===== src/rmr_pkg.sv =====
// rmr_pkg: shared codes and types for the rapid move restorer
`timescale 1ns / 1ps

package rmr_pkg;

    // motion-code class of an input line
    localparam logic [2:0] CLS_NONE  = 3'd0;
    localparam logic [2:0] CLS_HOME  = 3'd1;
    localparam logic [2:0] CLS_G0    = 3'd2;
    localparam logic [2:0] CLS_G1    = 3'd3;
    localparam logic [2:0] CLS_OTHER = 3'd4;

    // speed override command
    localparam logic [1:0] OVR_NONE   = 2'd0;
    localparam logic [1:0] OVR_LOCK   = 2'd1;
    localparam logic [1:0] OVR_UNLOCK = 2'd2;

    // modal motion mode kept between lines
    typedef enum logic [1:0] {
        LM_NONE  = 2'd0,
        LM_G0    = 2'd1,
        LM_G1    = 2'd2,
        LM_OTHER = 2'd3
    } motion_t;

    // rewrite codes of a result
    typedef enum logic [2:0] {
        RW_KEEP     = 3'd0,
        RW_RAPID_Z  = 3'd1,
        RW_RAPID_XY = 3'd2,
        RW_FEED_XYZ = 3'd3,
        RW_FEED_Z   = 3'd4,
        RW_FEED_XY  = 3'd5
    } rewrite_t;

    // control state flags
    typedef struct packed {
        motion_t last_motion;
        logic    z_current_valid;
        logic    z_previous_valid;
        logic    z_feed_valid;
        logic    z_feed_settled;
        logic    feed_needed;
        logic    speed_locked;
    } flags_t;

    // control part of one result
    typedef struct packed {
        rewrite_t rewrite;
        logic     feed_appended;
        logic     rapid_group;
    } res_ctrl_t;

endpackage


===== src/rmr_if.sv =====
// rmr_if: valid/ready channels for parsed lines and rewrite results
`timescale 1ns / 1ps

interface rmr_line_if #(
    parameter int COORD_WIDTH = 28,
    parameter int FEED_WIDTH  = 30
);
    logic                          valid;
    logic                          ready;
    logic [2:0]                    gcode_class;
    logic [1:0]                    override_cmd;
    logic                          has_z;
    logic signed [COORD_WIDTH-1:0] z_value;
    logic                          has_xy;
    logic                          has_feed;
    logic [FEED_WIDTH-1:0]         feed_value;

    modport source (
        output valid, gcode_class, override_cmd, has_z, z_value, has_xy, has_feed,
               feed_value,
        input  ready
    );
    modport sink (
        input  valid, gcode_class, override_cmd, has_z, z_value, has_xy, has_feed,
               feed_value,
        output ready
    );
endinterface

interface rmr_result_if #(
    parameter int COORD_WIDTH = 28,
    parameter int FEED_WIDTH  = 30
);
    logic                          valid;
    logic                          ready;
    logic [2:0]                    rewrite;
    logic                          feed_appended;
    logic                          rapid_group;
    logic signed [COORD_WIDTH-1:0] out_z;
    logic [FEED_WIDTH-1:0]         out_feed;

    modport source (
        output valid, rewrite, feed_appended, rapid_group, out_z, out_feed,
        input  ready
    );
    modport sink (
        input  valid, rewrite, feed_appended, rapid_group, out_z, out_feed,
        output ready
    );
endinterface


===== src/rapid_move_restorer.sv =====
// rapid_move_restorer: top level with line register, state and result stage
`timescale 1ns / 1ps

// Takes one parsed motion line per transfer on motion and returns exactly one
// rewrite decision per line on decision, in order. A line is captured in an
// input register, where the decision logic evaluates it against the kept
// modal state; once the result register has room, that state is updated and
// the result register is loaded with the decision. One line is taken every
// cycle while decision accepts results; the rate is set by the state update
// loop, which closes through the decision logic.
// Backpressure on decision stalls the input register only once the result
// register is full.

module rapid_move_restorer
    import rmr_pkg::*;
#(
    parameter int COORD_WIDTH = 28,
    parameter int FEED_WIDTH  = 30
) (
    input  logic         clk,
    input  logic         rst_n,
    rmr_line_if.sink     motion,
    rmr_result_if.source decision
);

    // input register
    logic                          in_valid_reg;
    logic [2:0]                    cls_reg;
    logic [1:0]                    ovr_reg;
    logic                          has_z_reg;
    logic signed [COORD_WIDTH-1:0] z_value_reg;
    logic                          has_xy_reg;
    logic                          has_feed_reg;
    logic [FEED_WIDTH-1:0]         feed_value_reg;

    // kept state
    flags_t                        flags_reg;
    flags_t                        flags_next;
    logic signed [COORD_WIDTH-1:0] z_current_reg;
    logic signed [COORD_WIDTH-1:0] z_current_next;
    logic signed [COORD_WIDTH-1:0] z_previous_reg;
    logic signed [COORD_WIDTH-1:0] z_previous_next;
    logic signed [COORD_WIDTH-1:0] z_feed_level_reg;
    logic signed [COORD_WIDTH-1:0] z_feed_level_next;
    logic [FEED_WIDTH-1:0]         feed_rate_reg;
    logic [FEED_WIDTH-1:0]         feed_rate_next;

    res_ctrl_t                     res_ctrl;
    logic signed [COORD_WIDTH-1:0] res_z;
    logic [FEED_WIDTH-1:0]         res_feed;
    logic                          out_free;
    logic                          advance;
    logic                          take;

    // the registered line moves on when the result register has room
    assign advance      = in_valid_reg && out_free;
    assign motion.ready = !in_valid_reg || out_free;
    assign take         = motion.valid && motion.ready;

    // input valid flag
    always_ff @(posedge clk or negedge rst_n)
    begin
        if (!rst_n)
        begin
            in_valid_reg <= 1'b0;
        end
        else if (take)
        begin
            in_valid_reg <= 1'b1;
        end
        else if (advance)
        begin
            in_valid_reg <= 1'b0;
        end
    end

    // input payload capture
    always_ff @(posedge clk)
    begin
        if (take)
        begin
            cls_reg        <= motion.gcode_class;
            ovr_reg        <= motion.override_cmd;
            has_z_reg      <= motion.has_z;
            z_value_reg    <= motion.z_value;
            has_xy_reg     <= motion.has_xy;
            has_feed_reg   <= motion.has_feed;
            feed_value_reg <= motion.feed_value;
        end
    end

    rmr_decide #(
        .COORD_WIDTH (COORD_WIDTH),
        .FEED_WIDTH  (FEED_WIDTH)
    ) u_decide (
        .gcode_class       (cls_reg),
        .override_cmd      (ovr_reg),
        .has_z             (has_z_reg),
        .z_value           (z_value_reg),
        .has_xy            (has_xy_reg),
        .has_feed          (has_feed_reg),
        .feed_value        (feed_value_reg),
        .flags             (flags_reg),
        .z_current         (z_current_reg),
        .z_previous        (z_previous_reg),
        .z_feed_level      (z_feed_level_reg),
        .feed_rate         (feed_rate_reg),
        .flags_next        (flags_next),
        .z_current_next    (z_current_next),
        .z_previous_next   (z_previous_next),
        .z_feed_level_next (z_feed_level_next),
        .feed_rate_next    (feed_rate_next),
        .res_ctrl          (res_ctrl),
        .res_z             (res_z),
        .res_feed          (res_feed)
    );

    // modal state update, once per line
    always_ff @(posedge clk or negedge rst_n)
    begin
        if (!rst_n)
        begin
            flags_reg        <= '0;
            z_current_reg    <= '0;
            z_previous_reg   <= '0;
            z_feed_level_reg <= '0;
            feed_rate_reg    <= '0;
        end
        else if (advance)
        begin
            flags_reg        <= flags_next;
            z_current_reg    <= z_current_next;
            z_previous_reg   <= z_previous_next;
            z_feed_level_reg <= z_feed_level_next;
            feed_rate_reg    <= feed_rate_next;
        end
    end

    rmr_out_stage #(
        .COORD_WIDTH (COORD_WIDTH),
        .FEED_WIDTH  (FEED_WIDTH)
    ) u_out_stage (
        .clk      (clk),
        .rst_n    (rst_n),
        .load     (advance),
        .res_ctrl (res_ctrl),
        .res_z    (res_z),
        .res_feed (res_feed),
        .free     (out_free),
        .result   (decision)
    );

endmodule


===== src/rmr_decide.sv =====
// rmr_decide: rewrite decision and next state for one registered line
`timescale 1ns / 1ps

module rmr_decide
    import rmr_pkg::*;
#(
    parameter int COORD_WIDTH = 28,
    parameter int FEED_WIDTH  = 30
) (
    input  logic [2:0]                    gcode_class,
    input  logic [1:0]                    override_cmd,
    input  logic                          has_z,
    input  logic signed [COORD_WIDTH-1:0] z_value,
    input  logic                          has_xy,
    input  logic                          has_feed,
    input  logic [FEED_WIDTH-1:0]         feed_value,
    input  flags_t                        flags,
    input  logic signed [COORD_WIDTH-1:0] z_current,
    input  logic signed [COORD_WIDTH-1:0] z_previous,
    input  logic signed [COORD_WIDTH-1:0] z_feed_level,
    input  logic [FEED_WIDTH-1:0]         feed_rate,
    output flags_t                        flags_next,
    output logic signed [COORD_WIDTH-1:0] z_current_next,
    output logic signed [COORD_WIDTH-1:0] z_previous_next,
    output logic signed [COORD_WIDTH-1:0] z_feed_level_next,
    output logic [FEED_WIDTH-1:0]         feed_rate_next,
    output res_ctrl_t                     res_ctrl,
    output logic signed [COORD_WIDTH-1:0] res_z,
    output logic [FEED_WIDTH-1:0]         res_feed
);

    localparam logic signed [COORD_WIDTH-1:0] ZMAX = {1'b0, {(COORD_WIDTH-1){1'b1}}};

    flags_t                        f;
    logic signed [COORD_WIDTH-1:0] zc;
    logic signed [COORD_WIDTH-1:0] zp;
    logic signed [COORD_WIDTH-1:0] zf;
    logic [FEED_WIDTH-1:0]         fr;
    rewrite_t                      rw;
    logic                          app;
    logic                          no_motion;
    logic                          up;

    always_comb
    begin
        f         = flags;
        zc        = z_current;
        zp        = z_previous;
        zf        = z_feed_level;
        fr        = feed_rate;
        rw        = RW_KEEP;
        app       = 1'b0;
        up        = 1'b0;
        no_motion = !(gcode_class == CLS_G0 || gcode_class == CLS_G1 ||
                      gcode_class == CLS_OTHER);

        // override lock
        if (override_cmd == OVR_LOCK)
        begin
            f.speed_locked = 1'b1;
        end
        else if (override_cmd == OVR_UNLOCK)
        begin
            f.speed_locked = 1'b0;
        end

        if (gcode_class != CLS_HOME)
        begin
            // modal motion mode
            if (!no_motion)
            begin
                if (gcode_class == CLS_G0)
                begin
                    f.last_motion = LM_G0;
                    f.feed_needed = 1'b0;
                end
                else if (gcode_class == CLS_G1)
                begin
                    f.last_motion = LM_G1;
                end
                else
                begin
                    f.last_motion = LM_OTHER;
                end
            end

            // z history and feed rate
            if (has_z)
            begin
                zp                 = zc;
                f.z_previous_valid = f.z_current_valid;
                zc                 = z_value;
                f.z_current_valid  = 1'b1;
            end
            if (has_feed)
            begin
                fr = feed_value;
            end

            // learn the feed height from z-only moves
            if ((!f.z_feed_valid || !f.z_feed_settled) &&
                (f.last_motion == LM_G0 || f.last_motion == LM_G1) && has_z && !has_xy)
            begin
                if (f.z_feed_valid)
                begin
                    f.z_feed_settled = 1'b1;
                end
                zf             = zc;
                f.z_feed_valid = 1'b1;
                if (f.last_motion != LM_G0)
                begin
                    rw            = RW_RAPID_Z;
                    f.feed_needed = 1'b1;
                    f.last_motion = LM_G0;
                end
            end

            // feed move that can become rapid, or rapid going back to cutting
            if (f.last_motion == LM_G1 && !f.speed_locked)
            begin
                if (has_z)
                begin
                    up = (f.z_previous_valid && zc >= zp) ||
                         (f.z_feed_valid && zc >= zf) || fr == '0;
                    if (!has_xy && up)
                    begin
                        rw            = RW_RAPID_Z;
                        f.feed_needed = 1'b1;
                        f.last_motion = LM_G0;
                    end
                end
                else if (f.z_feed_valid && f.z_current_valid && zc >= zf)
                begin
                    rw            = RW_RAPID_XY;
                    f.feed_needed = 1'b1;
                    f.last_motion = LM_G0;
                end
            end
            else if (f.feed_needed && no_motion)
            begin
                if (has_z)
                begin
                    if (has_xy)
                    begin
                        rw            = RW_FEED_XYZ;
                        f.feed_needed = 1'b0;
                        f.last_motion = LM_G1;
                    end
                    else if (f.z_feed_valid && zc < zf && f.z_previous_valid && zc <= zp)
                    begin
                        rw            = RW_FEED_Z;
                        f.feed_needed = 1'b0;
                        f.last_motion = LM_G1;
                    end
                end
                else if (has_xy && f.z_feed_valid && f.z_current_valid && zc < zf)
                begin
                    rw            = RW_FEED_XY;
                    f.feed_needed = 1'b0;
                    f.last_motion = LM_G1;
                end
            end

            // pending feed rate goes onto the next non-rapid line
            if (f.last_motion != LM_G0 && f.feed_needed)
            begin
                app           = !has_feed;
                f.feed_needed = 1'b0;
            end

            // cutting at or above the learned feed height raises it
            if (f.z_current_valid && f.z_feed_valid && zc >= zf &&
                f.last_motion != LM_NONE && f.last_motion != LM_G0 && has_xy &&
                (has_z || f.last_motion != LM_G1))
            begin
                zf = (zc == ZMAX) ? ZMAX : zc + COORD_WIDTH'(1);
            end
        end
    end

    assign flags_next        = f;
    assign z_current_next    = zc;
    assign z_previous_next   = zp;
    assign z_feed_level_next = zf;
    assign feed_rate_next    = fr;

    // result fields, zero where unused
    always_comb
    begin
        res_ctrl.rewrite       = rw;
        res_ctrl.feed_appended = app;
        res_ctrl.rapid_group   = (rw != RW_KEEP || app) && f.last_motion == LM_G0;
        res_z                  = '0;
        res_feed               = '0;
        if (rw == RW_RAPID_Z || rw == RW_FEED_XYZ || rw == RW_FEED_Z)
        begin
            res_z = zc;
        end
        if (rw == RW_FEED_XYZ || rw == RW_FEED_Z || rw == RW_FEED_XY || app)
        begin
            res_feed = fr;
        end
    end

endmodule


===== src/rmr_out_stage.sv =====
// rmr_out_stage: result register that holds a result until its transfer
`timescale 1ns / 1ps

module rmr_out_stage
    import rmr_pkg::*;
#(
    parameter int COORD_WIDTH = 28,
    parameter int FEED_WIDTH  = 30
) (
    input  logic                          clk,
    input  logic                          rst_n,
    input  logic                          load,
    input  res_ctrl_t                     res_ctrl,
    input  logic signed [COORD_WIDTH-1:0] res_z,
    input  logic [FEED_WIDTH-1:0]         res_feed,
    output logic                          free,
    rmr_result_if.source                  result
);

    logic                          valid_reg;
    logic                          valid_next;
    res_ctrl_t                     ctrl_reg;
    logic signed [COORD_WIDTH-1:0] z_reg;
    logic [FEED_WIDTH-1:0]         feed_reg;

    // room for a new result when empty or when the held one leaves now
    assign free = !valid_reg || result.ready;

    always_comb
    begin
        valid_next = valid_reg;
        if (load)
        begin
            valid_next = 1'b1;
        end
        else if (result.ready)
        begin
            valid_next = 1'b0;
        end
    end

    // valid flag
    always_ff @(posedge clk or negedge rst_n)
    begin
        if (!rst_n)
        begin
            valid_reg <= 1'b0;
        end
        else
        begin
            valid_reg <= valid_next;
        end
    end

    // result payload
    always_ff @(posedge clk)
    begin
        if (load)
        begin
            ctrl_reg <= res_ctrl;
            z_reg    <= res_z;
            feed_reg <= res_feed;
        end
    end

    assign result.valid         = valid_reg;
    assign result.rewrite       = ctrl_reg.rewrite;
    assign result.feed_appended = ctrl_reg.feed_appended;
    assign result.rapid_group   = ctrl_reg.rapid_group;
    assign result.out_z         = z_reg;
    assign result.out_feed      = feed_reg;

endmodule

===== src/flat_wrapper.sv =====
// flat-port wrapper written by rule: the top's interface ports become plain ports
module rapid_move_restorer_flat import rmr_pkg::*;
#(
    parameter int COORD_WIDTH = 28,
    parameter int FEED_WIDTH  = 30
)
  (clk, rst_n, motion_valid, motion_gcode_class, motion_override_cmd, motion_has_z, motion_z_value, motion_has_xy, motion_has_feed, motion_feed_value, motion_ready, decision_valid, decision_rewrite, decision_feed_appended, decision_rapid_group, decision_out_z, decision_out_feed, decision_ready);
  rmr_line_if #(.COORD_WIDTH(COORD_WIDTH), .FEED_WIDTH(FEED_WIDTH)) motion_i ();
  rmr_result_if #(.COORD_WIDTH(COORD_WIDTH), .FEED_WIDTH(FEED_WIDTH)) decision_i ();
  input  logic clk;
  input  logic rst_n;
  input wire logic [$bits(motion_i.valid)-1:0] motion_valid;
  input wire logic [$bits(motion_i.gcode_class)-1:0] motion_gcode_class;
  input wire logic [$bits(motion_i.override_cmd)-1:0] motion_override_cmd;
  input wire logic [$bits(motion_i.has_z)-1:0] motion_has_z;
  input wire logic [$bits(motion_i.z_value)-1:0] motion_z_value;
  input wire logic [$bits(motion_i.has_xy)-1:0] motion_has_xy;
  input wire logic [$bits(motion_i.has_feed)-1:0] motion_has_feed;
  input wire logic [$bits(motion_i.feed_value)-1:0] motion_feed_value;
  output wire logic [$bits(motion_i.ready)-1:0] motion_ready;
  output wire logic [$bits(decision_i.valid)-1:0] decision_valid;
  output wire logic [$bits(decision_i.rewrite)-1:0] decision_rewrite;
  output wire logic [$bits(decision_i.feed_appended)-1:0] decision_feed_appended;
  output wire logic [$bits(decision_i.rapid_group)-1:0] decision_rapid_group;
  output wire logic [$bits(decision_i.out_z)-1:0] decision_out_z;
  output wire logic [$bits(decision_i.out_feed)-1:0] decision_out_feed;
  input wire logic [$bits(decision_i.ready)-1:0] decision_ready;
  assign motion_i.valid = motion_valid;
  assign motion_i.gcode_class = motion_gcode_class;
  assign motion_i.override_cmd = motion_override_cmd;
  assign motion_i.has_z = motion_has_z;
  assign motion_i.z_value = motion_z_value;
  assign motion_i.has_xy = motion_has_xy;
  assign motion_i.has_feed = motion_has_feed;
  assign motion_i.feed_value = motion_feed_value;
  assign motion_ready = motion_i.ready;
  assign decision_valid = decision_i.valid;
  assign decision_rewrite = decision_i.rewrite;
  assign decision_feed_appended = decision_i.feed_appended;
  assign decision_rapid_group = decision_i.rapid_group;
  assign decision_out_z = decision_i.out_z;
  assign decision_out_feed = decision_i.out_feed;
  assign decision_i.ready = decision_ready;
  rapid_move_restorer #(.COORD_WIDTH(COORD_WIDTH), .FEED_WIDTH(FEED_WIDTH)) u_core (.clk(clk), .rst_n(rst_n), .motion(motion_i), .decision(decision_i));
endmodule

===== config.mk =====
export PLATFORM = sky130hd
export DESIGN_NAME = rapid_move_restorer_flat
export DESIGN_NICKNAME = d
export VERILOG_FILES = /design/src/rmr_pkg.sv /design/src/rmr_if.sv /design/src/rapid_move_restorer.sv /design/src/rmr_decide.sv /design/src/rmr_out_stage.sv /design/src/flat_wrapper.sv
export SDC_FILE = /design/constraint.sdc
export NUM_CORES = 1
export LEC_CHECK = 0
export ABC_AREA = 1
export BUFFER_PORTS_ARGS = -buffer_cell sky130_fd_sc_hd__buf_2
export CAP_MARGIN = 10
export CORE_ASPECT_RATIO = 0.75
export CORE_MARGIN = 10
export CORE_UTILIZATION = 30
export DETAILED_ROUTE_END_ITERATION = 8
export HOLD_SLACK_MARGIN = 0.08
export PLACE_DENSITY = 0.42
export SETUP_SLACK_MARGIN = 0.5
export SYNTH_ARGS = -nofsm -noshare
export SYNTH_HDL_FRONTEND = slang
export SYNTH_SLANG_ARGS = --single-unit

===== constraint.sdc =====
create_clock -name clk -period 5 [get_ports clk]
set_input_delay 0.25 -clock clk [delete_from_list [all_inputs] [get_ports clk]]
set_output_delay 0.25 -clock clk [all_outputs]
set_load 0.005 [all_outputs]

==> summary.md, run 1 <==
| Metric | Value |
|---|---|
| Status | finished, final reports clean |
| Clock transition at path regs | approximately 0.070 ns |
| CP Capture Type | register |
| Number of global-route vias before repair | 11,300 |
| Placed cell area | about 15,000 um2 |
| Slew HR | 0.287 |
| Synth Register Bits | 253 |
| Global-route wire length before repair | 64.9 mm |
| Final Wtd Congestion | about 0.8 |
| CP arrival | 5.11 ns |
| Crit-path max FO | 7 |
| Area of the mapped netlist | between 10,000 and 15,000 um2 |
| Setup violators final | 0 |
| Max-cap violations | 0 |
| Wire length per cell | approximately 18 um |
| Count of different cell masters after synthesis | between 40 and 50 |
| Fin crit period | between 4 and 5 ns |
| Final Cell Area | roughly 18,000 um2 |
| Final Net Count | around 1,900 |
| Die Y-Extent | 205 um |
| CTS Buffer Depth | 3 |
| Syn_nets | between 1,500 and 2,000 |
| CTS tree | done |
| Slew Limit Fails | 0 |
| Part of the cycle the worst path needs | 0.930 |
| Iter 0 DRT Violations | ~860 |
| Crit path max-delay cell type | edfxtp_1 |
| Number of diodes | 0 |
| Synth Instances | between 1,500 and 2,000 |
| Pin count of the biggest net entering global routing | 93 |
| Vias per std cell | 4.83 |
| DRT Pass-1 Iters | 5 |
| Routed wire length | between 40 and 50 mm |
| Ports | between 100 and 150 |
| Core Area | around 45,000 um2 |
| Hold Path Class | input pin to async pin |
| Layout area overhead | 30.3% |
| Synth async-reset ratio | 0.490 |
| Setup tns final | 0 ns |
| Most numerous cell in the Yosys netlist | nand2_1 |
| Initial antenna violation count | 0 |
| GR Overflow Total | 0 |
| H-tree levels | 1 |
| PwrDens | 495 nW/um2 |
| Post-synth EDFFs | 129 |
| Final hold slack | 0.306 ns |
| Leading area contributor after synthesis | edfxtp_1 |
| Main area contributors after synthesis | edfxtp_1, dfrtp_1, nand2_1 |
| Pleak | roughly 0.0080 uW |
| Slew of the pin with the lowest slew margin | approximately 1.1 ns |
| PortBufs | around 130 |
| DR vias | roughly 12,000 |
| Clock latency on the worst-skew pair | ~0.57 ns |
| TritonCTS Buffers | 28 |
| CP required | about 5.5 ns |
| Overall Global Routing Usage | 0.149 |
| Yosys warning count | 0 |
| Max Fclk | 215 MHz |
| Die ar. | 54,400 um2 |
| Starting Density | 0.304 |
| Row count | 67 |
| Residual DRC | 0 |
| Setup Skew | between 0.015 and 0.02 ns |
| Post-synth top flop | edfxtp_1 |
| Avg Synthesized Cell Area | a little under 9 um2 |
| CP peak stage delay | between 0.4 and 0.5 ns |
| CP Buf/Inv Count | 6 |
| Die W | ~270 um |
| CTS root buffer | clkbuf_16 |
| Unrepaired setup endpoints after global routing | true |
| Final hold violation count | 0 |
| Hpwl dp | around 27 mm |
| Post-synth top cells | nand2_1, o21ai_0, edfxtp_1, dfrtp_1, inv_1 |
| Cell mode on critical path | nand2_2 |
| Sequential cell area fraction in the yosys report | 0.512 |
| Layout cells sized above 1 | 0.242 |
| Maximum vdd drop | between 200 and 300 uV |
| ANT nets after route | 0 |
| Kind of critical path | register to register |
| Share of Yosys cell area claimed by the top area cell type | 0.284 |
| Critical Path Source Type | register |
| CP delay by family, top | simple AND/OR/NAND/NOR gates |
| Clock sink total | 253 |
[cells in the final DEF (no fill, tap or decap), types with 9 or more instances in the layout]
cell type      instances
clkbuf_16             37
a21oi_1               52
clkbuf_1               9
dfrtp_1              124
or2_2                 27
nand4_1               10
nor2_2                 9
inv_1                 95
xor2_1                16
o22ai_1               10
nand2_1              368
o21ai_2               30
buf_2                133
nor2_1                87
buf_4                 58
nand2_2               34
nand3_2               20
buf_12                12
o21ai_1               14
dlygate4sd3_1         71
mux2i_1               35
nand3_1               71
o21ai_0              179
edfxtp_1             129
ha_1                  56
inv_2                 14
o21a_1                10
[kinds of logic (layout without fill, tap and decap cells)]
family / count (synthesis) / in the layout / share of synthesized area
XOR/XNOR: 16 / 16 / 0.0103
flip-flops: 253 / 253 / 0.512
adder cells (fa/ha/maj): 58 / 58 / 0.0533
AND/OR/NAND/NOR: 668 / 668 / 0.218
buffers and inverters: 186 / 455 / 0.0575
multiplexers: 38 / 38 / 0.0281
AO/OA/AOI/OAI: 311 / 311 / 0.121
[path summary, 6_finish.rpt]
| path | startpoint | endpoint | slack (ns) | cells past startpoint |
|---|---|---|---|---|
| max reg2reg | u_core.cls_reg[2] | u_core.z_feed_level_reg[3] | 0.35 | 36 |
| min in group clk | motion_z_value[8] | u_core.z_value_reg[8] | 0.39 | 2 |
| max | u_core.cls_reg[2] | u_core.z_feed_level_reg[3] | 0.35 | 36 |
| min reg2reg | u_core.z_previous_reg[20] | u_core.z_previous_reg[20] | 0.48 | 2 |
| min | rst_n | u_core.z_current_reg[8] | 0.31 | 2 |
| max in group asynchronous | rst_n | u_core.z_previous_reg[14] | 3.51 | 3 |
[report_power, final]
group	internal, uW	switching [uW]
clock	1240	874
sequential	2790	328
combinational	1450	2100
total	5480	3300
[metrics by stage]
stage / util / instances / total power, uW / worst slack [ns]
floorplan: - / 1530 / 5080 / 0.696
global placement: 0.337 / 2216 / 6040 / 0.349
detailed placement: 0.337 / 2216 / 6050 / 0.289
CTS: 0.379 / 2355 / 8390 / 0.444
global route: 0.396 / 2385 / 9460 / 0.0424
finish: 0.396 / 2385 / 8780 / 0.349
[layer usage]
metal  wire length, um  global-route usage  up-vias
met5                 0                   0        -
met4               756              0.0322        0
met3              2260              0.0279       50
met2             17400               0.214      280
met1             22200               0.226     5511
li1                  -                   -     5674
[what timing repair did]
item                                   CTS  global route
gates cloned                             3            10
pin swaps                                2            69
buffers inserted                        13            20
hold buffers                            71             0
setup endpoints to repair               87            91
endpoints found under the hold margin  159             0
resized for setup                       22           125
[worst register-to-register path, delay by kind of cell (launching register included)]
kind,cells,cell delay [ns]
simple gates,26,2.66
buf+inv,6,0.74
fa+ha+maj,2,0.56
flops,1,0.46
compound gates,2,0.12
[cell type report]
type | count | area [um2]
Fill cell | 4571 | 27000
Sequential cell | 253 | 6980
Multi-Input combinational cell | 1091 | 6270
Timing Repair Buffer | 292 | 2420
Clock buffer | 40 | 787
Tap cell | 586 | 733
Inverter | 111 | 422
Clock inverter | 12 | 133
(Power assumes the default switching activity.)
==> inputs of run 2 (changes only) <==
--- a/config.mk
+++ b/config.mk
@@ -11,10 +11,13 @@
 export CORE_ASPECT_RATIO = 0.75
 export CORE_MARGIN = 10
 export CORE_UTILIZATION = 30
+export CTS_CLUSTER_SIZE = 40
 export DETAILED_ROUTE_END_ITERATION = 8
 export HOLD_SLACK_MARGIN = 0.08
 export PLACE_DENSITY = 0.42
+export RECOVER_POWER = 100
 export SETUP_SLACK_MARGIN = 0.5
+export SLEW_MARGIN = 20
 export SYNTH_ARGS = -nofsm -noshare
 export SYNTH_HDL_FRONTEND = slang
 export SYNTH_SLANG_ARGS = --single-unit
==> run 2 against run 1 <==
The flow now finishes with violations (max-capacitance violations, max-slew violations). Combinational power about the same. Fmax down 0.95%. Sequential share of layout area increased by 0.27 points.
==> summary.md, run 2 (same netlist as run 1, synthesis figures left out) <==
| Metric | Value |
|---|---|
| Detail Route met2 WL | 17.5 mm (was 17.4 mm) |
| CP delay by family, top | simple AND/OR/NAND/NOR gates (unchanged) |
| Setup tns final | 0 ns (unchanged) |
| Layout area overhead | 29.4% (was 30.3%) |
| Flop2flop setup slack | 0.30 ns (was 0.35 ns) |
| Hpwl dp | 26.7 mm (unchanged) |
| Crit-path max FO | 6 (was 7) |
| Slew of the pin with the lowest slew margin | 3.37 ns (was 1.07 ns) |
| Part of the cycle the worst path needs | 0.939 (was 0.930) |
| Most common cell after layout, fill and taps aside | nand2_1 (unchanged) |
| Pre-CTS setup slack | 0.289 ns (unchanged) |
| Post-route setup slack | 0.304 ns (was 0.349 ns) |
| TritonCTS Buffers | 28 (unchanged) |
| Die Y-Extent | 205 um (unchanged) |
| CP peak stage delay | 0.46 ns (about the same) |
| CP Capture Type | register (unchanged) |
| Met3 wire length | 2.26 mm (about the same) |
| CTS Buffer Depth | 3 (unchanged) |
| Layout cells sized above 1 | 0.202 (was 0.242) |
| Reg-to-Reg Start | u_core.cls_reg[2] (unchanged) |
| ANT nets after route | 0 (unchanged) |
| CP Buf/Inv Count | 6 (unchanged) |
| Vias per std cell | 4.84 (was 4.83) |
| FF/Latch Area | 6980 um2 (unchanged) |
| H-tree levels | 1 (unchanged) |
| GR Overflow Total | 0 (unchanged) |
| Routed wire length | 42.7 mm (was 42.6 mm) |
| Tot Pwr | 8760 uW (was 8780 uW) |
| Final Net Count | 1,906 (was 1,905) |
| DR top layer | met4 (unchanged) |
| Hold Path Class | input pin to register (was input pin to async pin) |
| PwrDens | 497 nW/um2 (was 495 nW/um2) |
| Worst reg-to-reg path cell count | 33 (was 36) |
| Most frequent cells in the layout | nand2_1, o21ai_0, edfxtp_1, dfrtp_1, inv_1 (was nand2_1, o21ai_0, buf_2, edfxtp_1, dfrtp_1) |
| Unrepaired setup endpoints after global routing | true (unchanged) |
| Initial antenna violation count | 0 (unchanged) |
| Clock power frac | 0.240 (was 0.241) |
| Row count | 67 (unchanged) |
| Internal power | 5450 uW (was 5480 uW) |
| Worst reg2reg path endpoint | u_core.u_out_stage.result.out_z[13] (was u_core.z_feed_level_reg[3]) |
| Maximum vdd drop | 260 uV (was 262 uV) |
| Critical Path Source Type | register (unchanged) |
| CTS root buffer | clkbuf_16 (unchanged) |
| Fin crit period | 4.70 ns (was 4.65 ns) |
| DRT met1 WL | 22.1 mm (was 22.2 mm) |
| Core Util, Final | 0.394 (was 0.396) |
| Switch share | 0.378 (was 0.376) |
| Status | finished with violations (was finished, final reports clean) |
| Core Area | 44,800 um2 (unchanged) |
| Ports | 135 (unchanged) |
| Cell mode on critical path | nand2_2 (unchanged) |
| CTS tree | done (unchanged) |
| Setup Skew | 0.0184 ns (was 0.0188 ns) |
| Starting Density | 0.304 (unchanged) |
| Clock latency on the worst-skew pair | 0.57 ns (about the same) |
| Multi-input gate area | 6260 um2 (was 6270 um2) |
| DRT Pass-1 Iters | 5 (unchanged) |
| PortBufs | 134 (unchanged) |
| DR vias | 11,600 (was 11,500) |
| Residual DRC | 0 (unchanged) |
| Pleak | 0.00775 uW (was 0.00798 uW) |
| CP Capture Point | u_core.u_out_stage.result.out_z[13] (was u_core.z_feed_level_reg[3]) |
| Pin count of the biggest net entering global routing | 93 (unchanged) |
| P_sw | 3310 uW (was 3300 uW) |
| Number of global-route vias before repair | 11,300 (about the same) |
| Final Wtd Congestion | 0.812 (unchanged) |
| Reg power frac | 0.357 (was 0.355) |
| Crit path depth | 33 (was 36) |
| CP arrival | 5.01 ns (was 5.11 ns) |
| Number of diodes | 0 (unchanged) |
| Overall Global Routing Usage | 0.149 (about the same) |
| Combinational share of power | 0.403 (was 0.404) |
| Setup violators final | 0 (unchanged) |
| Violated checks | max-capacitance violations, max-slew violations |
| CP startpoint | u_core.cls_reg[2] (unchanged) |
| Max-cap violations | 4 (was 0) |
| Final hold violation count | 0 (unchanged) |
| Iter 0 DRT Violations | 805 (was 863) |
| Clock sink total | 253 (unchanged) |
| Global-route wire length before repair | 64.9 mm (about the same) |
| Clock transition at path regs | 0.06 ns (was 0.07 ns) |
| Die ar. | 54,400 um2 (unchanged) |
| Kind of critical path | register to register (unchanged) |
| CP required | 5.31 ns (was 5.46 ns) |
| Slew Limit Fails | 251 (was 0) |
| Max Fclk | 213 MHz (was 215 MHz) |
| Crit path max-delay cell type | edfxtp_1 (unchanged) |
| Die W | 266 um (unchanged) |
| Fill count | 4,608 (was 4,571) |
| Wire length per cell | 17.9 um (about the same) |
| Slew HR | -1.25 (was 0.287) |
## run 2: layer usage
metal	vias up	global-route usage
met5	-	0
met4	0	0.0322
met3	50	0.0279
met2	298	0.215
met1	5534	0.225
li1	5675	-
## run 2: worst min path at each step
| stage | from | end | cells past startpoint |
|---|---|---|---|
| after floorplan | rst_n | u_core.feed_rate_reg[0] | 0 |
| after global placement | motion_feed_value[18] | u_core.feed_value_reg[18] | 1 |
| after detailed placement | motion_z_value[3] | u_core.z_value_reg[3] | 1 |
| after CTS | motion_z_value[7] | u_core.z_value_reg[7] | 2 |
| after global routing | motion_z_value[1] | u_core.z_value_reg[1] | 2 |
| final | motion_override_cmd[1] | u_core.ovr_reg[1] | 2 |
## run 2: power by group through the flow
stage | combinational, uW | sequential (uW) | clock (uW)
2_1_floorplan | 2030 | 3050 | 0
3_3_place_gp | 2920 | 3120 | 0
5_1_grt | 3990 | 3200 | 2250
6_report | 3530 | 3130 | 2100
4_1_cts | 3120 | 3090 | 2170
3_5_place_dp | 2940 | 3120 | 0
## run 2: what timing repair did
action                                  4_1_cts  5_1_grt
endpoints found under the setup margin       87       91
hold buffers                                 71        0
pin swaps                                     2       70
cloned                                        3       10
gates resized for setup                      21      127
setup buffers                                13       21
hold endpoints to repair                    159        0
## run 2: layout make-up
class,instances,area share
Timing Repair Buffer,293,0.132
Sequential cell,253,0.396
Tap cell,586,0.0416
Inverter,111,0.0240
Multi-Input combinational cell,1091,0.355
Clock buffer,40,0.0441
Clock inverter,12,0.00753
## run 2: per-stage QoR
step,hold slack [ns],cell area [um2],std cells
after floorplan,-0.0456,13600,1530
after global placement,0.426,15100,2216
after detailed placement,0.428,15100,2216
after CTS,0.357,17000,2355
after global routing,0.369,17600,2386
final,0.391,17600,2386
